==> src/rtl/ssfla_ram.sv <==
module ssfla_ram #(
	parameter int WIDTH = 8,
	parameter int DEPTH = 16
) (
	input  logic                     clk,
	input  logic                     we,
	input  logic [$clog2(DEPTH)-1:0] waddr,
	input  logic [WIDTH-1:0]         wdata,
	input  logic [$clog2(DEPTH)-1:0] raddr,
	output logic [WIDTH-1:0]         rdata
);

	logic [WIDTH-1:0] mem [DEPTH];

	always_ff @(posedge clk) begin
		if (we) begin
			mem[waddr] <= wdata;
		end
		rdata <= mem[raddr];
	end

endmodule

==> config.mk <==
export PLATFORM = sky130hd
export DESIGN_NAME = ssfla_ram
export DESIGN_NICKNAME = d
export VERILOG_FILES = /design/src/rtl/ssfla_ram.sv
export SDC_FILE = /design/constraint.sdc
export NUM_CORES = 1
export LEC_CHECK = 0
export ABC_AREA = 1
export BUFFER_PORTS_ARGS = -buffer_cell sky130_fd_sc_hd__buf_2
export CAP_MARGIN = 40
export CORE_UTILIZATION = 61
export DETAILED_ROUTE_END_ITERATION = 10
export GPL_TIMING_DRIVEN = 0
export HOLD_SLACK_MARGIN = 0.06
export PLACE_DENSITY_LB_ADDON = 0.12
export SYNTH_ARGS = -nofsm -noshare
export SYNTH_HDL_FRONTEND = slang
export SYNTH_SLANG_ARGS = --single-unit
==> constraint.sdc <==
create_clock -name clk -period 1.3 [get_ports clk]
set_clock_uncertainty 0.1 [all_clocks]
set_input_delay 0.195 -clock clk [delete_from_list [all_inputs] [get_ports clk]]
set_output_delay 0.195 -clock clk [all_outputs]
set_load 0.01 [all_outputs]
Word level (Yosys, flattened, before mapping)
Memories as Yosys holds them, arrays and structs flattened. A register that Yosys moved wholly into a read port is not among the register bits.
Index checks and enable logic that the tools add are counted.
{"block": "totals", "reg_bits": 0, "mem_bits_rw": 128, "inputBits": 18, "out_inout_bits": 8, "wordCells": 3, "mem_count": 1}
{"memory": "mem", "depth": 16, "width": 8, "rd": 1, "rd_clocked_by_memory_dff": 1, "write_ports": 1, "line_no": "13", "rtl": "logic [WIDTH-1:0] mem [DEPTH];"}
{"block": "op_classes", "mux": 2}
{"operator": "$mux 1", "count": 2}

Depth between registers and ports, before layout
{"block": "logic_depth", "ltp_word": 2, "ltp_mapped": 8, "mapped_depth_nobuf": 7}

Least setup slack after synthesis
OpenSTA, ideal clock, no wires.
{"block": "synth_path", "path_type": "input-to-reg", "start": "input port waddr[3]", "end": "memory mem[4][0] (enable)", "setup_time_ns": 0.370, "arrival_ns": 0.776, "required_time_ns": 0.830, "setup_slack_ns": 0.054, "stages": 2, "n_path_buf": 0, "path_cell_list": "nand3b_1 nor2_1"}
{"element": "from (decl)", "line_no": "7", "rtl": "input logic [$clog2(DEPTH)-1:0] waddr,"}
{"element": "to (decl)", "line_no": "13"}
Straight into the memory's write port.

Worst setup path after layout
{"block": "layout_path", "start": "register rdata[6] (read register of mem)", "end": "output port rdata[6]"}
{"element": "from (decl)", "line_no": "10", "rtl": "output logic [WIDTH-1:0] rdata"}
No word-level cell between the ends.

==> impl_metrics.toml <==
[status]
status = "completed"

[setup_path]
setup.worst_path.end_class = "output pin"
cp.required_ns = 1.00
path_delay_family = "flip-flops"
cp_num_buf_inv = 1
worst_path_max_delay_cell = "dfxtp_1"
crit_arrival_ns = 0.96
cp_slowest_stage_delay_ns = 0.32
crit_type = "reg2out"
crit_path_cell_trace = "buf_2"
startpoint_type = "flip-flop"
path_max_fanout = 1

[power_and_ir_drop]
p_comb_frac = 0.068
seq_power_share = 0.497
clockPowerShare = 0.435
p_sw_frac = 0.2439
power_density_nw_per_um2 = 1488
power_leakage_nw = 2.910
p_int_mw = 7.495
peakVddDrop_mv = 1.194
p_switching_mw = 2.417

[cts]
clock-sinks = 136
insertion_delay_ns = 0.52
cts_tree = "done"
cts-root-buf = "clkbuf_8"
h-tree-depth = 4
cts_setup_buffers = 0
cts_buffers = 17
clk_pin_slew_ns = 0.06
clockBufferDepth = 2

[final_layout]
drive_gt1_frac = 0.1266
layout_common_cells = "173 x nand2_1, 128 x edfxtp_1, 100 x inv_1"
stdcell_area_sq_um = 6663
syn_to_final_growth_pct = 15.53
n_antenna_cell = 0
num-nets-final = 621
layout_commonest_cell = "nand2_1"

[sta]
fmaxAchievable_mhz = 797.1
fin_crit_sh = 0.9650
finalHoldViolations = 0
final_max_slew_viol_count = 0
fin_crit_ns = 1.255
rsz0062_at_grt = "no"
worstMarginPinSlew_ns = 0.8463
slew_headroom = 0.4337
whs_ns = 0.06600
setup_violations = 0

[floorplan]
ios = 26
initial_core_util = 0.6271
die_w_um = 99.23
row_count = 35
die_h_um = 99.23
core-area_sq_um = 9196
dieArea_sq_um = 9847

[route]
ant_nets = 0
firstDrtPassIters = 5
vias_per_cell = 5.429
drt_first_iter_violations = 347
drt-wirelength-per-cell_um = 18.85
drc = 0
drt-total-wl_um = 13710
num_vias = 3947

[placement]
gp_congestion = 0.9376
port_buffers = 22
dp_hpwl_um = 8773
placed_area_sq_um = 6023

[global_route]
track_usage = 0.3049
grt_pass1_wl_um = 21070
antenna_found_initial = 0
grt_pass1_vias = 3766
grt_overflow = 0
grt_max_degree = 17

[synthesis]
syn_avg_cell_area_sq_um = 10.47
synth_area_sq_um = 5767
synthesis.nets = 569
ys_seq_area_frac = 0.6943
synth-seq-cells = 136
post-synth-top-area-cell = "edfxtp_1"
syn-instance-count = 551
synth.area.top_cells = "edfxtp_1 67%, nand2_1 11%, nand3_1 8.4%, inv_1 6.5%, dfxtp_1 2.8%"
ys.warnings.count = 0
synth_top_area_share = 0.6665
yosysUniqueCellTypes = 12

[hold_path]
hp-class = "in2reg"

[run]
timing.max_cap.violations = 0
==> final timing paths <==
check                           slack (ns)       end  cells after the start        from
worst min register to register        0.58  rdata[2]                      6  mem[12][2]
worst max-delay path                  0.05  rdata[6]                      1    rdata[6]
worst min-delay path                  0.07  rdata[3]                      4    raddr[2]
worst max register to register        0.18  rdata[3]                      6   mem[6][3]
==> layer usage <==
layer	up-vias	track usage	part of all wire
met1	1818	0.4554	0.43
li1	1881	-	-
met5	-	0	0
met3	27	0.05411	0.099
met4	0	0.1244	0.024
met2	221	0.4493	0.45
==> cell usage after synthesis (all sizes together) <==
cell and n:
edfxtp 128, dfxtp 8, nand3 97, buf 24, inv 102, nand3b 2
nor2 17, nand2 173
==> sequential cells by signal (all words and copies together) (netlist names) <==
register  count
mem         128
rdata         8
==> cells by family (layout without fill, tap and decap cells) <==
group | after synthesis | count (layout) | share of synthesized area
and+or+nand+nor | 289 | 289 | 0.2105
DFF | 136 | 136 | 0.6943
buffers and inverters | 126 | 191 | 0.09525
==> worst min-delay path, stage by stage <==
cell and delay [ns]:
buf_2 0.13, nand3_1 0.08, nand3_1 0.16, nand2_1 0.07
==> layout make-up <==
type	count	area (sq um)
Fill cell	646	2534
Buffer	23	162.7
Clock buffer	18	417.9
Tap cell	111	138.9
Clock inverter	14	115.1
Sequential cell	136	4004
Timing Repair Buffer	34	227.7
Inverter	102	382.9
Multi-Input combinational cell	289	1214
==> power by group through the flow <==
stage          clock (mW)  combinational [mW]  sequential (mW)
2_1_floorplan           0               0.346             5.03
3_3_place_gp            0               0.625             5.01
3_5_place_dp            0               0.634             5.02
4_1_cts              4.31               0.664             4.93
5_1_grt              4.51               0.735             4.93
6_report             4.31               0.672             4.93
==> through the flow <==
stage / setup slack (ns) / instances / utilization / setup TNS [ns] / power (mW)
2_1_floorplan: 0.05416 / 551 / - / 0 / 5.377
3_3_place_gp: -0.5015 / 684 / 0.6542 / -42.81 / 5.638
3_5_place_dp: -0.4589 / 685 / 0.6550 / -43.48 / 5.652
4_1_cts: 0.005057 / 728 / 0.7249 / 0 / 9.905
5_1_grt: 0.00009426 / 727 / 0.7245 / 0 / 10.18
6_report: 0.04548 / 727 / 0.7245 / 0 / 9.912
==> what timing repair did <==
action                                  in CTS  in global routing
hold buffers                                11                  0
gates resized for setup                      0                  0
hold endpoints to repair                   136                  0
endpoints found under the setup margin       0                  8
(Power assumes the default switching activity.)
